===== config.mk =====
export PLATFORM = sky130hd
export DESIGN_NAME = mp3_frame_walker
export DESIGN_NICKNAME = d
export VERILOG_FILES = /design/src/rtl/mfw_pkg.sv /design/src/rtl/mfw_div.sv /design/src/rtl/mfw_front.sv /design/src/rtl/mfw_queue.sv /design/src/rtl/mfw_back.sv /design/src/rtl/mp3_frame_walker.sv
export SDC_FILE = /design/constraint.sdc
export NUM_CORES = 1
export LEC_CHECK = 0
export BUFFER_PORTS_ARGS = -buffer_cell sky130_fd_sc_hd__clkbuf_2
export CORE_MARGIN = 5
export CORE_UTILIZATION = 60
export CTS_CLUSTER_SIZE = 24
export DETAILED_ROUTE_END_ITERATION = 6
export PLACE_DENSITY_LB_ADDON = 0.3
export SYNTH_ARGS = -nofsm -noshare
export SYNTH_HDL_FRONTEND = slang
export SYNTH_SLANG_ARGS = --single-unit

===== constraint.sdc =====
create_clock -name i_clk -period 10.76 [get_ports i_clk]
set_clock_uncertainty 0.05 [all_clocks]
set_input_delay 1.076 -clock i_clk [delete_from_list [all_inputs] [get_ports i_clk]]
set_output_delay 1.076 -clock i_clk [all_outputs]
set_load 0.01 [all_outputs]

===== src/rtl/mfw_pkg.sv =====
`default_nettype none
// ----------------------------------------------------------------------------
// mfw_pkg
// Shared types, constants and lookup tables of the MPEG audio frame walker.
// ----------------------------------------------------------------------------
package mfw_pkg;

    localparam int QUEUE_DEPTH_DEF = 2;
    localparam int TOTAL_BITS_DEF  = 32;

    localparam logic [23:0] FRAMES_MAX = 24'hFFFFFF;
    localparam logic [10:0] SYNC_WORD  = 11'h7FF;
    localparam logic [1:0]  VER_MPEG1  = 2'd3;
    localparam logic [1:0]  VER_RSVD   = 2'd1;
    localparam logic [1:0]  MODE_MONO  = 2'd3;
    localparam logic [3:0]  TAG_HDR_LEN = 4'd10;
    localparam logic [3:0]  TAG_SIZE_START = 4'd6;
    localparam logic [3:0]  MAGIC_LEN  = 4'd3;
    localparam logic [3:0]  HDR_LEN    = 4'd4;

    // input item
    typedef struct packed {
        logic [7:0] data_byte;
        logic       last_byte;
    } t_in_item;

    // result item
    typedef struct packed {
        logic        result_kind;
        logic [10:0] frame_bytes;
        logic [12:0] frame_pcm_bytes;
        logic [1:0]  frame_channels;
        logic [23:0] frame_count;
        logic [31:0] total_stream_bytes;
        logic [31:0] total_pcm_bytes;
        logic        stopped_bad_header;
        logic        last_result;
    } t_out_item;

    // event passed from the front to the back
    typedef struct packed {
        logic        has_frame;
        logic        has_end;
        logic        stop;
        logic [10:0] fb;
        logic [12:0] pcm;
        logic [1:0]  ch;
    } t_event;

    localparam logic RK_FRAME  = 1'b0;
    localparam logic RK_TOTALS = 1'b1;

    // "ID3" magic bytes
    function automatic logic [7:0] magic_byte(input logic [1:0] idx);
        logic [7:0] m;
        case (idx)
            2'd0:    m = 8'h49;
            2'd1:    m = 8'h44;
            default: m = 8'h33;
        endcase
        return m;
    endfunction

    // bitrate in kbit/s; Layer III rows serve every layer
    function automatic logic [8:0] kbps_lookup(input logic [1:0] ver, input logic [3:0] bidx);
        logic [8:0] k;
        if (ver == VER_MPEG1) begin
            case (bidx)
                4'd1:    k = 9'd32;
                4'd2:    k = 9'd40;
                4'd3:    k = 9'd48;
                4'd4:    k = 9'd56;
                4'd5:    k = 9'd64;
                4'd6:    k = 9'd80;
                4'd7:    k = 9'd96;
                4'd8:    k = 9'd112;
                4'd9:    k = 9'd128;
                4'd10:   k = 9'd160;
                4'd11:   k = 9'd192;
                4'd12:   k = 9'd224;
                4'd13:   k = 9'd256;
                4'd14:   k = 9'd320;
                default: k = 9'd0;
            endcase
        end else if (ver == VER_RSVD) begin
            k = 9'd0;
        end else begin
            case (bidx)
                4'd1:    k = 9'd8;
                4'd2:    k = 9'd16;
                4'd3:    k = 9'd24;
                4'd4:    k = 9'd32;
                4'd5:    k = 9'd40;
                4'd6:    k = 9'd48;
                4'd7:    k = 9'd56;
                4'd8:    k = 9'd64;
                4'd9:    k = 9'd80;
                4'd10:   k = 9'd96;
                4'd11:   k = 9'd112;
                4'd12:   k = 9'd128;
                4'd13:   k = 9'd144;
                4'd14:   k = 9'd160;
                default: k = 9'd0;
            endcase
        end
        return k;
    endfunction

    // sample rate in Hz
    function automatic logic [15:0] rate_lookup(input logic [1:0] ver, input logic [1:0] fidx);
        logic [15:0] r;
        case ({ver, fidx})
            4'b0000: r = 16'd11025;
            4'b0001: r = 16'd12000;
            4'b0010: r = 16'd8000;
            4'b1000: r = 16'd22050;
            4'b1001: r = 16'd24000;
            4'b1010: r = 16'd16000;
            4'b1100: r = 16'd44100;
            4'b1101: r = 16'd48000;
            4'b1110: r = 16'd32000;
            default: r = 16'd0;
        endcase
        return r;
    endfunction

    // sync plus table validity of a complete header word
    function automatic logic hdr_ok(input logic [31:0] h);
        return (h[31:21] == SYNC_WORD)
            && (kbps_lookup(h[20:19], h[15:12]) != 9'd0)
            && (rate_lookup(h[20:19], h[11:10]) != 16'd0);
    endfunction

endpackage : mfw_pkg
`default_nettype wire


===== src/rtl/mfw_div.sv =====
`default_nettype none
// ----------------------------------------------------------------------------
// mfw_div
// Restoring divider, one quotient bit per cycle, 11-bit quotient.
// ----------------------------------------------------------------------------
module mfw_div (
    input  wire logic        i_clk,
    input  wire logic        i_rst_n,
    input  wire logic        i_start,
    input  wire logic [25:0] i_num,
    input  wire logic [15:0] i_den,
    output logic             o_done,
    output logic [10:0]      o_quo
);
    logic        r_busy, n_busy;
    logic        r_done, n_done;
    logic [3:0]  r_cnt, n_cnt;
    logic [25:0] r_rem, n_rem;
    logic [15:0] r_den, n_den;
    logic [10:0] r_quo, n_quo;
    logic [26:0] trial;

    // one compare and subtract per step, MSB first
    always_comb begin
        n_busy = r_busy;
        n_done = 1'b0;
        n_cnt  = r_cnt;
        n_rem  = r_rem;
        n_den  = r_den;
        n_quo  = r_quo;
        trial  = 27'(r_den) << r_cnt;
        if (i_start) begin
            n_busy = 1'b1;
            n_cnt  = 4'd10;
            n_rem  = i_num;
            n_den  = i_den;
            n_quo  = '0;
        end else if (r_busy) begin
            if ({1'b0, r_rem} >= trial) begin
                n_rem        = r_rem - trial[25:0];
                n_quo[r_cnt] = 1'b1;
            end
            if (r_cnt == 4'd0) begin
                n_busy = 1'b0;
                n_done = 1'b1;
            end else begin
                n_cnt = r_cnt - 4'd1;
            end
        end
    end

    always_ff @(posedge i_clk) begin
        if (!i_rst_n) begin
            r_busy <= 1'b0;
            r_done <= 1'b0;
            r_cnt  <= '0;
        end else begin
            r_busy <= n_busy;
            r_done <= n_done;
            r_cnt  <= n_cnt;
        end
        r_rem <= n_rem;
        r_den <= n_den;
        r_quo <= n_quo;
    end

    assign o_done = r_done;
    assign o_quo  = r_quo;

endmodule : mfw_div
`default_nettype wire


===== src/rtl/mfw_front.sv =====
`default_nettype none
// ----------------------------------------------------------------------------
// mfw_front
// Byte classifier: tag skip, header assembly, frame body skip, frame length.
// ----------------------------------------------------------------------------
module mfw_front (
    input  wire logic              i_clk,
    input  wire logic              i_rst_n,
    input  wire logic              i_push,
    input  wire mfw_pkg::t_in_item i_item,
    output logic                   o_full,
    input  wire logic              i_q_full,
    output logic                   o_ev_push,
    output mfw_pkg::t_event        o_ev
);
    import mfw_pkg::*;

    typedef enum logic [5:0] {
        PH_TAG     = 6'b000001,
        PH_HEADER  = 6'b000010,
        PH_SKIP    = 6'b000100,
        PH_STOPPED = 6'b001000,
        PH_CALC    = 6'b010000,
        PH_EMIT    = 6'b100000
    } t_phase;

    t_phase      r_phase, n_phase;
    logic [31:0] r_shift, n_shift;
    logic [3:0]  r_idx, n_idx;
    logic [28:0] r_skip, n_skip;
    logic        r_stopped, n_stopped;
    logic        r_pend_last, n_pend_last;
    logic        r_pend_stop, n_pend_stop;
    logic [10:0] r_fb, n_fb;

    logic        accept;
    logic [7:0]  b;
    logic        stop;
    logic [28:0] skip_dec;
    logic        div_start;
    logic [25:0] num_full;
    logic        div_done;
    logic [10:0] div_quo;
    logic [1:0]  ch;
    logic [12:0] pcm;

    assign o_full = i_q_full || (r_phase == PH_CALC) || (r_phase == PH_EMIT);
    assign accept = i_push && !o_full;
    assign b      = i_item.data_byte;
    assign skip_dec = r_skip - 29'(r_skip != '0);

    // numerator of the frame length from the completed header
    assign num_full = 26'(kbps_lookup(n_shift[20:19], n_shift[15:12]))
                    * ((n_shift[20:19] == VER_MPEG1) ? 26'd144000 : 26'd72000);

    mfw_div u_div (
        .i_clk   (i_clk),
        .i_rst_n (i_rst_n),
        .i_start (div_start),
        .i_num   (num_full),
        .i_den   (rate_lookup(n_shift[20:19], n_shift[11:10])),
        .o_done  (div_done),
        .o_quo   (div_quo)
    );

    // channels and PCM size of the held header
    assign ch  = (r_shift[7:6] == MODE_MONO) ? 2'd1 : 2'd2;
    always_comb begin
        case ({r_shift[20:19] == VER_MPEG1, ch == 2'd1})
            2'b11:   pcm = 13'd2304;
            2'b10:   pcm = 13'd4608;
            2'b01:   pcm = 13'd1152;
            default: pcm = 13'd2304;
        endcase
    end

    // byte walker
    always_comb begin
        n_phase     = r_phase;
        n_shift     = r_shift;
        n_idx       = r_idx;
        n_skip      = r_skip;
        n_stopped   = r_stopped;
        n_pend_last = r_pend_last;
        n_pend_stop = r_pend_stop;
        n_fb        = r_fb;
        div_start   = 1'b0;
        o_ev_push   = 1'b0;
        o_ev        = '0;
        stop        = 1'b0;

        case (r_phase)
            PH_CALC: begin
                if (div_done) begin
                    n_fb    = div_quo + 11'(r_shift[9]);
                    n_phase = PH_EMIT;
                end
            end
            PH_EMIT: begin
                if (!i_q_full) begin
                    o_ev_push      = 1'b1;
                    o_ev.has_frame = 1'b1;
                    o_ev.has_end   = r_pend_last;
                    o_ev.stop      = r_pend_stop;
                    o_ev.fb        = r_fb;
                    o_ev.pcm       = pcm;
                    o_ev.ch        = ch;
                    if (r_pend_last) begin
                        n_phase   = PH_TAG;
                        n_shift   = '0;
                        n_idx     = '0;
                        n_skip    = '0;
                        n_stopped = 1'b0;
                    end else begin
                        n_skip  = 29'(r_fb) - 29'd4;
                        n_phase = PH_SKIP;
                    end
                end
            end
            default: begin
                if (accept) begin
                    case (r_phase)
                        PH_TAG: begin
                            n_shift = {r_shift[23:0], b};
                            n_idx   = r_idx + 4'd1;
                            if (r_idx < MAGIC_LEN) begin
                                if (b != magic_byte(r_idx[1:0])) begin
                                    n_phase = PH_HEADER;
                                end
                            end else begin
                                if (r_idx >= TAG_SIZE_START) begin
                                    n_skip = {r_skip[21:0], b[6:0]};
                                end
                                if (n_idx >= TAG_HDR_LEN) begin
                                    n_idx   = '0;
                                    n_shift = '0;
                                    n_phase = (n_skip == '0) ? PH_HEADER : PH_SKIP;
                                end
                            end
                        end
                        PH_HEADER: begin
                            n_shift = {r_shift[23:0], b};
                            n_idx   = r_idx + 4'd1;
                            if (n_idx == HDR_LEN) begin
                                n_idx = '0;
                                if (hdr_ok(n_shift)) begin
                                    div_start = 1'b1;
                                    n_phase   = PH_CALC;
                                end else begin
                                    n_stopped = 1'b1;
                                    n_phase   = PH_STOPPED;
                                end
                            end
                        end
                        PH_SKIP: begin
                            n_skip = skip_dec;
                            if (skip_dec == '0) begin
                                n_shift = '0;
                                n_idx   = '0;
                                n_phase = PH_HEADER;
                            end
                        end
                        default: begin
                        end
                    endcase

                    // end of stream
                    stop = n_stopped || (n_phase == PH_TAG)
                        || ((n_phase == PH_HEADER) && (n_idx != '0));
                    n_pend_last = i_item.last_byte;
                    n_pend_stop = stop;
                    if (i_item.last_byte && (n_phase != PH_CALC)) begin
                        o_ev_push    = 1'b1;
                        o_ev.has_end = 1'b1;
                        o_ev.stop    = stop;
                        n_phase      = PH_TAG;
                        n_shift      = '0;
                        n_idx        = '0;
                        n_skip       = '0;
                        n_stopped    = 1'b0;
                    end
                end
            end
        endcase
    end

    always_ff @(posedge i_clk) begin
        if (!i_rst_n) begin
            r_phase     <= PH_TAG;
            r_shift     <= '0;
            r_idx       <= '0;
            r_skip      <= '0;
            r_stopped   <= 1'b0;
            r_pend_last <= 1'b0;
            r_pend_stop <= 1'b0;
        end else begin
            r_phase     <= n_phase;
            r_shift     <= n_shift;
            r_idx       <= n_idx;
            r_skip      <= n_skip;
            r_stopped   <= n_stopped;
            r_pend_last <= n_pend_last;
            r_pend_stop <= n_pend_stop;
        end
        r_fb <= n_fb;
    end

endmodule : mfw_front
`default_nettype wire


===== src/rtl/mfw_queue.sv =====
`default_nettype none
// ----------------------------------------------------------------------------
// mfw_queue
// Short event queue between the front and the back.
// ----------------------------------------------------------------------------
module mfw_queue #(
    parameter int DEPTH = mfw_pkg::QUEUE_DEPTH_DEF
) (
    input  wire logic            i_clk,
    input  wire logic            i_rst_n,
    input  wire logic            i_push,
    input  wire mfw_pkg::t_event i_ev,
    output logic                 o_full,
    input  wire logic            i_pop,
    output mfw_pkg::t_event      o_ev,
    output logic                 o_empty
);
    import mfw_pkg::*;

    localparam int PTR_W = (DEPTH > 1) ? $clog2(DEPTH) : 1;
    localparam int CNT_W = $clog2(DEPTH + 1);
    localparam logic [PTR_W-1:0] PTR_LAST = PTR_W'(DEPTH - 1);

    t_event           r_mem [DEPTH];
    logic [PTR_W-1:0] r_wp, n_wp;
    logic [PTR_W-1:0] r_rp, n_rp;
    logic [CNT_W-1:0] r_cnt, n_cnt;
    logic             do_push, do_pop;

    assign o_full  = (r_cnt == CNT_W'(DEPTH));
    assign o_empty = (r_cnt == '0);
    assign o_ev    = r_mem[r_rp];
    assign do_push = i_push && !o_full;
    assign do_pop  = i_pop && !o_empty;

    // pointer and count update
    always_comb begin
        n_wp  = r_wp;
        n_rp  = r_rp;
        n_cnt = r_cnt;
        if (do_push) begin
            n_wp = (r_wp == PTR_LAST) ? '0 : r_wp + PTR_W'(1);
        end
        if (do_pop) begin
            n_rp = (r_rp == PTR_LAST) ? '0 : r_rp + PTR_W'(1);
        end
        case ({do_push, do_pop})
            2'b10:   n_cnt = r_cnt + CNT_W'(1);
            2'b01:   n_cnt = r_cnt - CNT_W'(1);
            default: n_cnt = r_cnt;
        endcase
    end

    always_ff @(posedge i_clk) begin
        if (!i_rst_n) begin
            r_wp  <= '0;
            r_rp  <= '0;
            r_cnt <= '0;
        end else begin
            r_wp  <= n_wp;
            r_rp  <= n_rp;
            r_cnt <= n_cnt;
        end
        if (do_push) begin
            r_mem[r_wp] <= i_ev;
        end
    end

endmodule : mfw_queue
`default_nettype wire


===== src/rtl/mfw_back.sv =====
`default_nettype none
// ----------------------------------------------------------------------------
// mfw_back
// Totals accumulation and result register.
// ----------------------------------------------------------------------------
module mfw_back #(
    parameter int TOTAL_BITS = mfw_pkg::TOTAL_BITS_DEF
) (
    input  wire logic            i_clk,
    input  wire logic            i_rst_n,
    input  wire mfw_pkg::t_event i_ev,
    input  wire logic            i_ev_valid,
    output logic                 o_ev_pop,
    input  wire logic            i_pop,
    output logic                 o_empty,
    output mfw_pkg::t_out_item   o_item
);
    import mfw_pkg::*;

    localparam logic [32:0] CAP = (TOTAL_BITS >= 32) ? 33'h0FFFFFFFF
                                : ((33'd1 << TOTAL_BITS) - 33'd1);

    logic        r_out_valid, n_out_valid;
    t_out_item   r_out, n_out;
    logic [23:0] r_frames, n_frames;
    logic [31:0] r_stream, n_stream;
    logic [31:0] r_pcm, n_pcm;
    logic        r_end_pend, n_end_pend;
    logic        r_end_stop, n_end_stop;

    logic        can_load;
    logic [23:0] f_frames;
    logic [32:0] s_stream, s_pcm;
    logic [31:0] f_stream, f_pcm;

    // saturating updates for a frame
    assign f_frames = r_frames + 24'(r_frames != FRAMES_MAX);
    assign s_stream = {1'b0, r_stream} + 33'(i_ev.fb);
    assign s_pcm    = {1'b0, r_pcm} + 33'(i_ev.pcm);
    assign f_stream = (s_stream > CAP) ? CAP[31:0] : s_stream[31:0];
    assign f_pcm    = (s_pcm > CAP) ? CAP[31:0] : s_pcm[31:0];

    assign can_load = !r_out_valid || i_pop;

    // result loading
    always_comb begin
        n_out_valid = r_out_valid && !i_pop;
        n_out       = r_out;
        n_frames    = r_frames;
        n_stream    = r_stream;
        n_pcm       = r_pcm;
        n_end_pend  = r_end_pend;
        n_end_stop  = r_end_stop;
        o_ev_pop    = 1'b0;
        if (can_load) begin
            if (r_end_pend) begin
                n_out_valid = 1'b1;
                n_out       = '0;
                n_out.result_kind        = RK_TOTALS;
                n_out.frame_count        = r_frames;
                n_out.total_stream_bytes = r_stream;
                n_out.total_pcm_bytes    = r_pcm;
                n_out.stopped_bad_header = r_end_stop;
                n_out.last_result        = 1'b1;
                n_frames   = '0;
                n_stream   = '0;
                n_pcm      = '0;
                n_end_pend = 1'b0;
            end else if (i_ev_valid) begin
                o_ev_pop    = 1'b1;
                n_out_valid = 1'b1;
                n_out       = '0;
                if (i_ev.has_frame) begin
                    n_frames = f_frames;
                    n_stream = f_stream;
                    n_pcm    = f_pcm;
                    n_out.result_kind        = RK_FRAME;
                    n_out.frame_bytes        = i_ev.fb;
                    n_out.frame_pcm_bytes    = i_ev.pcm;
                    n_out.frame_channels     = i_ev.ch;
                    n_out.frame_count        = f_frames;
                    n_out.total_stream_bytes = f_stream;
                    n_out.total_pcm_bytes    = f_pcm;
                    n_out.last_result        = !i_ev.has_end;
                    n_end_pend = i_ev.has_end;
                    n_end_stop = i_ev.stop;
                end else begin
                    n_out.result_kind        = RK_TOTALS;
                    n_out.frame_count        = r_frames;
                    n_out.total_stream_bytes = r_stream;
                    n_out.total_pcm_bytes    = r_pcm;
                    n_out.stopped_bad_header = i_ev.stop;
                    n_out.last_result        = 1'b1;
                    n_frames = '0;
                    n_stream = '0;
                    n_pcm    = '0;
                end
            end
        end
    end

    always_ff @(posedge i_clk) begin
        if (!i_rst_n) begin
            r_out_valid <= 1'b0;
            r_frames    <= '0;
            r_stream    <= '0;
            r_pcm       <= '0;
            r_end_pend  <= 1'b0;
            r_end_stop  <= 1'b0;
        end else begin
            r_out_valid <= n_out_valid;
            r_frames    <= n_frames;
            r_stream    <= n_stream;
            r_pcm       <= n_pcm;
            r_end_pend  <= n_end_pend;
            r_end_stop  <= n_end_stop;
        end
        r_out <= n_out;
    end

    assign o_empty = !r_out_valid;
    assign o_item  = r_out;

    // checks
    a_frame_no_stop: assert property (@(posedge i_clk) disable iff (!i_rst_n)
        (r_out_valid && r_out.result_kind == RK_FRAME) |-> !r_out.stopped_bad_header)
        else $error("frame result carries stop flag");
    a_totals_last: assert property (@(posedge i_clk) disable iff (!i_rst_n)
        (r_out_valid && r_out.result_kind == RK_TOTALS)
            |-> (r_out.last_result && r_out.frame_bytes == '0))
        else $error("malformed totals result");
    a_pend_waits: assert property (@(posedge i_clk) disable iff (!i_rst_n)
        r_end_pend |-> (r_out_valid && r_out.result_kind == RK_FRAME))
        else $error("pending totals without waiting frame result");

endmodule : mfw_back
`default_nettype wire


===== src/rtl/mp3_frame_walker.sv =====
`default_nettype none
// ----------------------------------------------------------------------------
// mp3_frame_walker
// MPEG audio frame walker: per-frame info and end-of-stream totals.
// ----------------------------------------------------------------------------
// Input channel: push/full, one stream byte per transaction with a last-byte
// flag. Result channel: empty/pop, oldest result on o_item while empty is low.
// Tag bytes and frame body bytes are taken one per cycle while the event
// queue has room. When the fourth header byte completes a valid header,
// full stays high while the 11-step restoring divider works out the frame
// length and the frame event is queued. A frame result then passes the
// event queue and the result register; a totals result passes the event
// queue and the result register, when the result register is free.
// A two-entry event queue and the result register let the input keep
// running while results wait; when the receiver stalls, the queue fills and
// full rises. A valid header on the last byte yields two results, frame then
// totals. Reset (synchronous, active low) returns to the start-of-stream
// state, clears totals and drops pending results; no clearing pass.
// ----------------------------------------------------------------------------
module mp3_frame_walker #(
    parameter int TOTAL_BITS  = mfw_pkg::TOTAL_BITS_DEF,
    parameter int QUEUE_DEPTH = mfw_pkg::QUEUE_DEPTH_DEF
) (
    input  wire logic                i_clk,
    input  wire logic                i_rst_n,
    input  wire logic                push,
    input  wire mfw_pkg::t_in_item   i_item,
    output logic                     full,
    input  wire logic                pop,
    output logic                     empty,
    output mfw_pkg::t_out_item       o_item
);
    import mfw_pkg::*;

    t_event q_in_ev, q_out_ev;
    logic   q_push, q_full, q_pop, q_empty;

    mfw_front u_front (
        .i_clk     (i_clk),
        .i_rst_n   (i_rst_n),
        .i_push    (push),
        .i_item    (i_item),
        .o_full    (full),
        .i_q_full  (q_full),
        .o_ev_push (q_push),
        .o_ev      (q_in_ev)
    );

    mfw_queue #(.DEPTH(QUEUE_DEPTH)) u_queue (
        .i_clk   (i_clk),
        .i_rst_n (i_rst_n),
        .i_push  (q_push),
        .i_ev    (q_in_ev),
        .o_full  (q_full),
        .i_pop   (q_pop),
        .o_ev    (q_out_ev),
        .o_empty (q_empty)
    );

    mfw_back #(.TOTAL_BITS(TOTAL_BITS)) u_back (
        .i_clk      (i_clk),
        .i_rst_n    (i_rst_n),
        .i_ev       (q_out_ev),
        .i_ev_valid (!q_empty),
        .o_ev_pop   (q_pop),
        .i_pop      (pop),
        .o_empty    (empty),
        .o_item     (o_item)
    );

endmodule : mp3_frame_walker
`default_nettype wire

=== Word-level counts from Yosys, hierarchy flattened ===
Memories as Yosys holds them, arrays and structs flattened. A register that Yosys moved wholly into a read port is not among the register bits.
Index checks and enable logic that the tools add are counted.

* Register bits after elaboration: 348
* Bits in latches: 0
* RAM bits: 58
* Bits in read-only memories: 832
* Output and inout port bits: 119
* Word-level logic and storage cells: 299
* Memories: 7

{| class="wikitable"
|+ Memory list
! name !! words !! bits a word !! read ports !! clocked after Yosys merged registers in !! write ports !! line !! RTL
|-
| (name not given) || 16 || 15 || 1 || 0 || 0 || mfw_pkg.sv:112 || <nowiki>case ({ver, fidx})</nowiki>
|-
| (name not given) || 16 || 15 || 1 || 1 || 0 || mfw_pkg.sv:112 ||
|-
| (name not given) || 16 || 6 || 1 || 1 || 0 || mfw_pkg.sv:68 || <nowiki>case (bidx)</nowiki>
|-
| (name not given) || 16 || 6 || 1 || 0 || 0 || mfw_pkg.sv:68 ||
|-
| (name not given) || 16 || 5 || 1 || 1 || 0 || mfw_pkg.sv:88 || <nowiki>case (bidx)</nowiki>
|-
| (name not given) || 16 || 5 || 1 || 0 || 0 || mfw_pkg.sv:88 ||
|-
| 1 more memories || -- || -- || -- || -- || -- || -- ||
|}

* Add/subtract/negate cells: 13
* $mul: 1
* Divide/modulo/power cells: 0
* Magnitude comparators: 8
* Eq/ne operators: 32
* Shift-type cells: 1
* Multiplexer cells: 144
* Bitwise operators: 8
* Reductions and logical operators: 51

{| class="wikitable"
|+ Operator list
! operator !! count
|-
| 29-bit two-way mux || 11
|-
| 32-bit two-way mux || 8
|-
| 24-bit two-way mux || 10
|-
| 26-bit two-way mux || 5
|-
| 117-bit two-way mux || 1
|-
| 29-bit case mux with 2 select lines || 2
|-
| 90-bit two-way mux || 1
|-
| 88-bit two-way mux || 1
|-
| 9-bit two-way mux || 8
|-
| 24-bit case mux with 3 select lines || 1
|-
| 4-bit two-way mux || 17
|-
| 33-bit by 32-bit > comparator with 1-bit output (second input constant) || 2
|-
| 6-bit two-way mux || 11
|-
| 16-bit two-way mux || 4
|-
| 29-bit logical NOT || 2
|-
| 24-bit case mux with 2 select lines || 1
|-
| 1-bit two-way mux || 41
|-
| 32-bit by 11-bit adder with 33-bit output || 1
|-
| 32-bit by 13-bit adder with 33-bit output || 1
|-
| 8-bit two-way mux || 4
|-
| 29-bit nonzero test || 1
|-
| 29-bit by 1-bit subtractor with 29-bit output || 1
|-
| 26-bit by 27-bit >= comparator with 1-bit output || 1
|-
| 16-bit by 4-bit << shifter with 27-bit output || 1
|-
| other kinds (64) || 122
|}

=== Logic depth before layout (Yosys ltp) ===
* Word-level depth: 25
* Depth in mapped cells: 42
* Gate-level depth less buffers: 40

=== Cells and area by module ===
From an unflattened synthesis, not the netlist that was laid out.

* Cells, all modules: 2742
* Area total of the unflattened synthesis: 25792.2 um^2

{| class="wikitable"
|+ By module, submodules not included
! module !! times used !! cells an instance !! area each (um^2) !! seq. area each (um^2)
|-
| mfw_back || 1 || 1111 || 10650.2 || 5335.1
|-
| mfw_front || 1 || 1051 || 8476.9 || 1871.8
|-
| mfw_div || 1 || 463 || 4341.7 || 1601.5
|-
| mfw_queue || 1 || 116 || 2319.7 || 1841.8
|-
| mp3_frame_walker || 1 || 1 || 3.8 || 0.0
|}

=== Least setup slack after synthesis ===
Ideal clock, no wire load.

* Path kind: flip-flop to flip-flop
* From: register u_front.r_skip[10]
* To: register u_front.u_div.r_rem[25] (data pin)
* Setup time: 0.270 ns
* Arrival: 8.527 ns
* Required time: 10.440 ns
* Path slack: 1.913 ns
* Stages on the path, launching flop included: 37
* Buffers on the path: 2
* Path through: dfxtp_1 > buf_6 > or4_4 > buf_6 > or4_1 > nor4_1 > nand2_1 > ha_1 > ha_1 > xor2_1 > or4_1 > a2111o_1 > nor4_4 > and3_1 > o31ai_2 > a32oi_1 > ha_1 > mux2_2 > a21oi_1 > nor2_1 > ha_1 > ha_1 > fa_1 > ha_1 > ha_1 > fa_1 > a21oi_1 > nor2_1 > nor2_1 > o21bai_1 > a21oi_1 > o21bai_1 > a21oi_1 > o21ai_0 > o41ai_1 > xnor2_1 > mux2i_1

* Word-level cells in the longest chain between the ends: 22

{| class="wikitable"
|+ RTL lines
! item !! line !! RTL
|-
| from (decl) || mfw_front.sv:30 || <nowiki>logic [28:0] r_skip, n_skip;</nowiki>
|-
| from (signal assigned) || mfw_front.sv:200 || <nowiki>r_skip <= n_skip;</nowiki>
|-
| branches (longest 14 deep; another with 29-bit by 1-bit subtractor with 29-bit output) || -- ||
|-
| 24-bit two-way mux (*) || mfw_front.sv:172 || <nowiki>if (i_item.last_byte && (n_phase != PH_CALC)) begin</nowiki>
|-
| 24-bit two-way mux (*) || mfw_front.sv:121 || <nowiki>if (accept) begin</nowiki>
|-
| 24-bit case mux with 2 select lines (*) || mfw_front.sv:92 || <nowiki>case (r_phase)</nowiki>
|-
| memory read 16 x 5 bit / 2-bit by 1-bit == test with 1-bit output (equally long branches) || -- ||
|-
| 9-bit two-way mux || mfw_pkg.sv:85 || <nowiki>end else if (ver == VER_RSVD) begin</nowiki>
|-
| 9-bit two-way mux || mfw_pkg.sv:67 || <nowiki>if (ver == VER_MPEG1) begin</nowiki>
|-
| 9-bit by 26-bit multiplier with 26-bit output (*) || mfw_front.sv:54 || <nowiki>* ((n_shift[20:19] == VER_MPEG1) ? 26'd144000 : 26'd72000);</nowiki>
|-
| 26-bit two-way mux (*) || mfw_div.sv:32 || <nowiki>if (i_start) begin</nowiki>
|-
| via u_front.u_div.n_rem[25] || mfw_div.sv:18 || <nowiki>logic [25:0] r_rem, n_rem;</nowiki>
|-
| to (signal assigned) || mfw_div.sv:62 || <nowiki>r_rem <= n_rem;</nowiki>
|-
| to (decl) || mfw_div.sv:18 ||
|}

Mark *: on every way through the listed nets, which the timed path passes. The select of a mux whose other input is x is not followed.
A chain may end at the register's enable or synchronous reset.

=== Final worst setup path ===
Ends and elaborated chain as after synthesis.

==> flow_summary.html <==
<table>
<tr><th>Metric</th><th>Value</th></tr>
<tr><th colspan="2">Critical path</th></tr>
<tr><td>Kind of capture point of the worst setup path</td><td>register</td></tr>
<tr><td>CP peak stage delay</td><td>roughly 0.64 ns</td></tr>
<tr><td>Crit path required time</td><td>11.01 ns</td></tr>
<tr><td>Type of the worst setup path</td><td>reg2reg</td></tr>
<tr><td>Slowest CP cell</td><td>sky130_fd_sc_hd__or4_4</td></tr>
<tr><td>Cell with the most instances on the worst path</td><td>sky130_fd_sc_hd__ha_1</td></tr>
<tr><td>Worst-path fanout max</td><td>21</td></tr>
<tr><td>Worst endpoint data arrival time</td><td>about 10 ns</td></tr>
<tr><td>Critical Path Start Type</td><td>register</td></tr>
<tr><td>CP Launch Point</td><td>u_front.r_skip[10]</td></tr>
<tr><td>Startpoint of the worst register-to-register path</td><td>u_front.r_skip[10]</td></tr>
<tr><th colspan="2">Drt</th></tr>
<tr><td>DRC violation count after routing</td><td>0</td></tr>
<tr><td>Drt wl/cell</td><td>roughly 19 um</td></tr>
<tr><td>Via-per-instance ratio</td><td>about 6.2</td></tr>
<tr><td>Violation count after the first detailed-route iteration</td><td>1970</td></tr>
<tr><td>WL final</td><td>~61000 um</td></tr>
<tr><td>Detailed-router iteration count before antenna repair</td><td>7</td></tr>
<tr><td>ANT nets after route</td><td>0</td></tr>
<tr><td>Total number of vias</td><td>between 15000 and 20000</td></tr>
<tr><th colspan="2">Yosys</th></tr>
<tr><td>Leading cell types by total area after synthesis</td><td>sky130_fd_sc_hd__edfxtp_1 (25%), sky130_fd_sc_hd__dfxtp_1 (16%), sky130_fd_sc_hd__ha_1 (6.4%)</td></tr>
<tr><td>Count of flip-flops with a built-in enable after synthesis</td><td>between 150 and 200</td></tr>
<tr><td>Instance count of the mapped netlist</td><td>between 2000 and 3000</td></tr>
<tr><td>Dominant register cell in the synthesized netlist</td><td>sky130_fd_sc_hd__edfxtp_1</td></tr>
<tr><td>Share of synthesized registers carrying an async set or reset</td><td>0</td></tr>
<tr><td>Library cells used by synthesis</td><td>slightly below 100</td></tr>
<tr><td>Post-Synthesis Mean Instance Area</td><td>approximately 9.0 um2</td></tr>
<tr><td>FF+latch count, synth</td><td>about 390</td></tr>
<tr><td>Post-synthesis sequential area ratio</td><td>0.413</td></tr>
<tr><td>Yosys top cell area share</td><td>0.251</td></tr>
<tr><td>Number of warnings printed during yosys synthesis</td><td>0</td></tr>
<tr><td>Netlist Area Pre-Place</td><td>about 23000 um2</td></tr>
<tr><td>Synth area leader</td><td>sky130_fd_sc_hd__edfxtp_1</td></tr>
<tr><th colspan="2">Timing</th></tr>
<tr><td>Hold Vio Cnt, Final</td><td>0</td></tr>
<tr><td>Number of setup violations in the final report</td><td>0</td></tr>
<tr><td>Maximum clock rate</td><td>slightly above 100 MHz</td></tr>
<tr><td>Final period util</td><td>0.919</td></tr>
<tr><td>Worst Hold Margin</td><td>0.412 ns</td></tr>
<tr><td>Worst max-slew margin expressed relative to the limit</td><td>0.243</td></tr>
<tr><td>Final sum of negative setup slack</td><td>0 ns</td></tr>
<tr><td>Minimum period implied by the final worst setup slack</td><td>about 9.9 ns</td></tr>
<tr><td>Pin slew with the least headroom to its limit</td><td>1.13 ns</td></tr>
<tr><td>Final Max Tran Viols</td><td>0</td></tr>
<tr><td>Unrepaired setup endpoints after global routing</td><td>false</td></tr>
<tr><th colspan="2">Layout</th></tr>
<tr><td>Most used cells in the layout excluding fill and tap cells</td><td>sky130_fd_sc_hd__nand2_1 (273), sky130_fd_sc_hd__nor2_1 (261), sky130_fd_sc_hd__edfxtp_1 (196), sky130_fd_sc_hd__dfxtp_1 (190), sky130_fd_sc_hd__a21oi_1 (188)</td></tr>
<tr><td>Final non-filler cell area</td><td>~26000 um2</td></tr>
<tr><td>Flip-flop and latch area</td><td>9690 um2</td></tr>
<tr><td>Share of layout cells above drive strength 1</td><td>0.114</td></tr>
<tr><td>Total of fill cells in the finished design</td><td>slightly above 3000</td></tr>
<tr><td>Area growth from synthesis to final layout</td><td>10.0%</td></tr>
<tr><td>Antenna diode count</td><td>0</td></tr>
<tr><td>Core occupancy in the finished layout</td><td>0.667</td></tr>
<tr><td>Area of the multi-input gates</td><td>between 10000 and 15000 um2</td></tr>
<tr><td>Most common cell after layout, fill and taps aside</td><td>sky130_fd_sc_hd__nand2_1</td></tr>
<tr><td>Final layout net count</td><td>about 2800</td></tr>
<tr><th colspan="2">Clock tree</th></tr>
<tr><td>Clock input transition at the sequential cells of the worst setup and hold paths</td><td>0.06 ns</td></tr>
<tr><td>TritonCTS buffer count</td><td>42</td></tr>
<tr><td>Number of sinks driven by the clock tree</td><td>between 300 and 400</td></tr>
<tr><td>Clock latency at the later pin of the worst-skew pair</td><td>0.58 ns</td></tr>
<tr><td>Clock Tree Root</td><td>sky130_fd_sc_hd__clkbuf_16</td></tr>
<tr><td>CTS hold repair buffers</td><td>0</td></tr>
<tr><td>CTS tree</td><td>yes</td></tr>
<tr><td>Post-CTS setup buffer count</td><td>0</td></tr>
<tr><td>Level count of the clock H-tree</td><td>2</td></tr>
<tr><td>Maximum number of buffers from clock root to sink</td><td>3</td></tr>
<tr><th colspan="2">Pwr</th></tr>
<tr><td>Areal power density over the cells</td><td>~200 nW/um2</td></tr>
<tr><td>Internal power</td><td>3.30 mW</td></tr>
<tr><td>Net Sw Frac</td><td>0.355</td></tr>
<tr><td>Combinational cell fraction of total power</td><td>0.305</td></tr>
<tr><td>Overall power</td><td>5.12 mW</td></tr>
<tr><td>Fraction of power consumed by the clock network</td><td>0.297</td></tr>
<tr><td>Switching component of the power</td><td>1.82 mW</td></tr>
<tr><td>Largest voltage drop on the vdd net</td><td>around 0.16 mV</td></tr>
<tr><td>Leakage power figure</td><td>between 10 and 15 nW</td></tr>
<tr><td>Sequential cell fraction of total power</td><td>0.399</td></tr>
<tr><th colspan="2">Global route</th></tr>
<tr><td>Overflow after GRT</td><td>0</td></tr>
<tr><td>Wire length of the first global-routing pass</td><td>between 90000 and 100000 um</td></tr>
<tr><td>Total track usage</td><td>0.274</td></tr>
<tr><td>Antenna violations before repair</td><td>1</td></tr>
<tr><td>Number of global-route vias before repair</td><td>between 15000 and 20000</td></tr>
<tr><td>Pin count of the biggest net entering global routing</td><td>98</td></tr>
<tr><th colspan="2">Floorplanning</th></tr>
<tr><td>Area of the die</td><td>between 40000 and 50000 um2</td></tr>
<tr><td>Floorplan core area</td><td>just under 40000 um2</td></tr>
<tr><td>Initial Utilization</td><td>0.606</td></tr>
<tr><td>Number of placed I/O pins</td><td>roughly 130</td></tr>
<tr><td>Placement row count</td><td>72</td></tr>
<tr><td>Die width</td><td>208 um</td></tr>
<tr><td>Vertical die dimension</td><td>between 200 and 250 um</td></tr>
<tr><th colspan="2">Worst hold path</th></tr>
<tr><td>Min-delay src</td><td>u_back.r_pcm[6]</td></tr>
<tr><td>Class of the most critical hold timing path</td><td>reg2reg</td></tr>
<tr><th colspan="2">Place</th></tr>
<tr><td>GP Congestion</td><td>~0.95</td></tr>
<tr><td>Count of input and output buffers</td><td>124</td></tr>
<tr><td>Dpl cell area</td><td>roughly 24000 um2</td></tr>
<tr><td>Final HPWL from detailed placement</td><td>around 43000 um</td></tr>
<tr><th colspan="2">Run</th></tr>
<tr><td>Count of max-cap constraint violations</td><td>0</td></tr>
<tr><th colspan="2">Run status</th></tr>
<tr><td>Result of the run</td><td>finished clean</td></tr>
</table>
-- worst paths after layout --
path	to	slack [ns]	depth (start not counted)
min reg2reg	u_back.r_pcm[6]	0.41	2
max	u_front.u_div.r_rem[25]	0.87	36
min	u_back.r_pcm[6]	0.41	2
max reg2reg	u_front.u_div.r_rem[25]	0.87	36
-- cell type report --
cell class / count / share of cell area
clock buffer: 57 / 0.0469
clock inverter: 21 / 0.0100
inverter: 95 / 0.0141
multi-input combinational: 1973 / 0.496
sequential: 386 / 0.376
tap: 518 / 0.0251
timing repair buffer: 153 / 0.0325
-- power groups by stage --
stage | Combinational (mW) | Sequential, mW | Clock (mW)
2_1_floorplan | 0.974 | 2.13 | 0
3_3_place_gp | 1.52 | 2.06 | 0
3_5_place_dp | 1.54 | 2.07 | 0
4_1_cts | 1.55 | 2.04 | 1.54
5_1_grt | 1.70 | 2.06 | 1.61
6_report | 1.56 | 2.04 | 1.52
-- flip-flops by register name (all words and copies together), names as in the netlist, 2 cells and up, named ones only --
register / flops
u_front.u_div.r_cnt: 4
u_front.u_div.r_den: 14
u_back.r_pcm: 32
u_back.r_frames: 24
u_front.u_div.o_quo: 11
u_front.u_div.r_rem: 26
u_queue.r_mem: 38
u_queue.r_cnt: 2
u_front.r_fb: 11
u_back.o_item: 107
u_front.r_idx: 4
u_front.r_skip: 29
u_front.r_shift: 24
u_back.r_stream: 32
u_front.r_phase: 6
-- through the flow --
| step | setup slack [ns] | cells |
|---|---|---|
| floorplan | 1.91 | 2623 |
| global placement | 0.863 | 3125 |
| detailed placement | 0.707 | 3125 |
| CTS | 0.657 | 3203 |
| global route | 0.158 | 3203 |
| finish | 0.870 | 3203 |
-- critical path, delay by kind of cell (launching register included) --
kind | cells | cell delay (ns)
AOI/OAI and AO/OA | 11 | 2.15
DFF | 1 | 0.40
buffers and inverters | 1 | 0.24
muxes | 2 | 0.35
and+or+nand+nor | 12 | 3.25
adders and majority gates | 9 | 2.99
xor gates and xnor gates | 1 | 0.16
-- synthesized netlist by cell type (31+ instances only) --
master	count
sky130_fd_sc_hd__o21ai_0	144
sky130_fd_sc_hd__xor2_1	46
sky130_fd_sc_hd__nor3_1	75
sky130_fd_sc_hd__dfxtp_1	190
sky130_fd_sc_hd__and3_1	58
sky130_fd_sc_hd__inv_1	89
sky130_fd_sc_hd__clkbuf_1	135
sky130_fd_sc_hd__a31oi_1	56
sky130_fd_sc_hd__edfxtp_1	196
sky130_fd_sc_hd__nand2b_1	31
sky130_fd_sc_hd__a21oi_1	188
sky130_fd_sc_hd__nor2_1	263
sky130_fd_sc_hd__and2_1	36
sky130_fd_sc_hd__nor2b_1	41
sky130_fd_sc_hd__nand2_1	273
sky130_fd_sc_hd__ha_1	120
sky130_fd_sc_hd__xnor2_1	50
sky130_fd_sc_hd__nor4_1	35
sky130_fd_sc_hd__nand3_1	80
-- routing by layer --
metal / global-route usage / vias up / routed length (um)
li1: - / 9568 / -
met1: 0.364 / 9500 / 25700
met2: 0.462 / 806 / 29800
met3: 0.0479 / 123 / 4320
met4: 0.0809 / 2 / 1660
met5: 0 / - / 13
-- what timing repair did --
item / CTS / global route
endpoints found under the setup margin: 0 / 2
endpoints found under the hold margin: 0 / 0
resized for setup: 0 / 2
-- cell families after synthesis --
logic type | Yosys count | share of synthesized area
adders and majority gates | 142 | 0.0828
AOI/OAI and AO/OA | 676 | 0.191
buffers and inverters | 264 | 0.0451
xor gates and xnor gates | 96 | 0.0359
other | 2 | 0.000320
DFF | 386 | 0.413
and+or+nand+nor | 987 | 0.204
muxes | 60 | 0.0282
No activity file was read; power rests on OpenSTA's default activity.
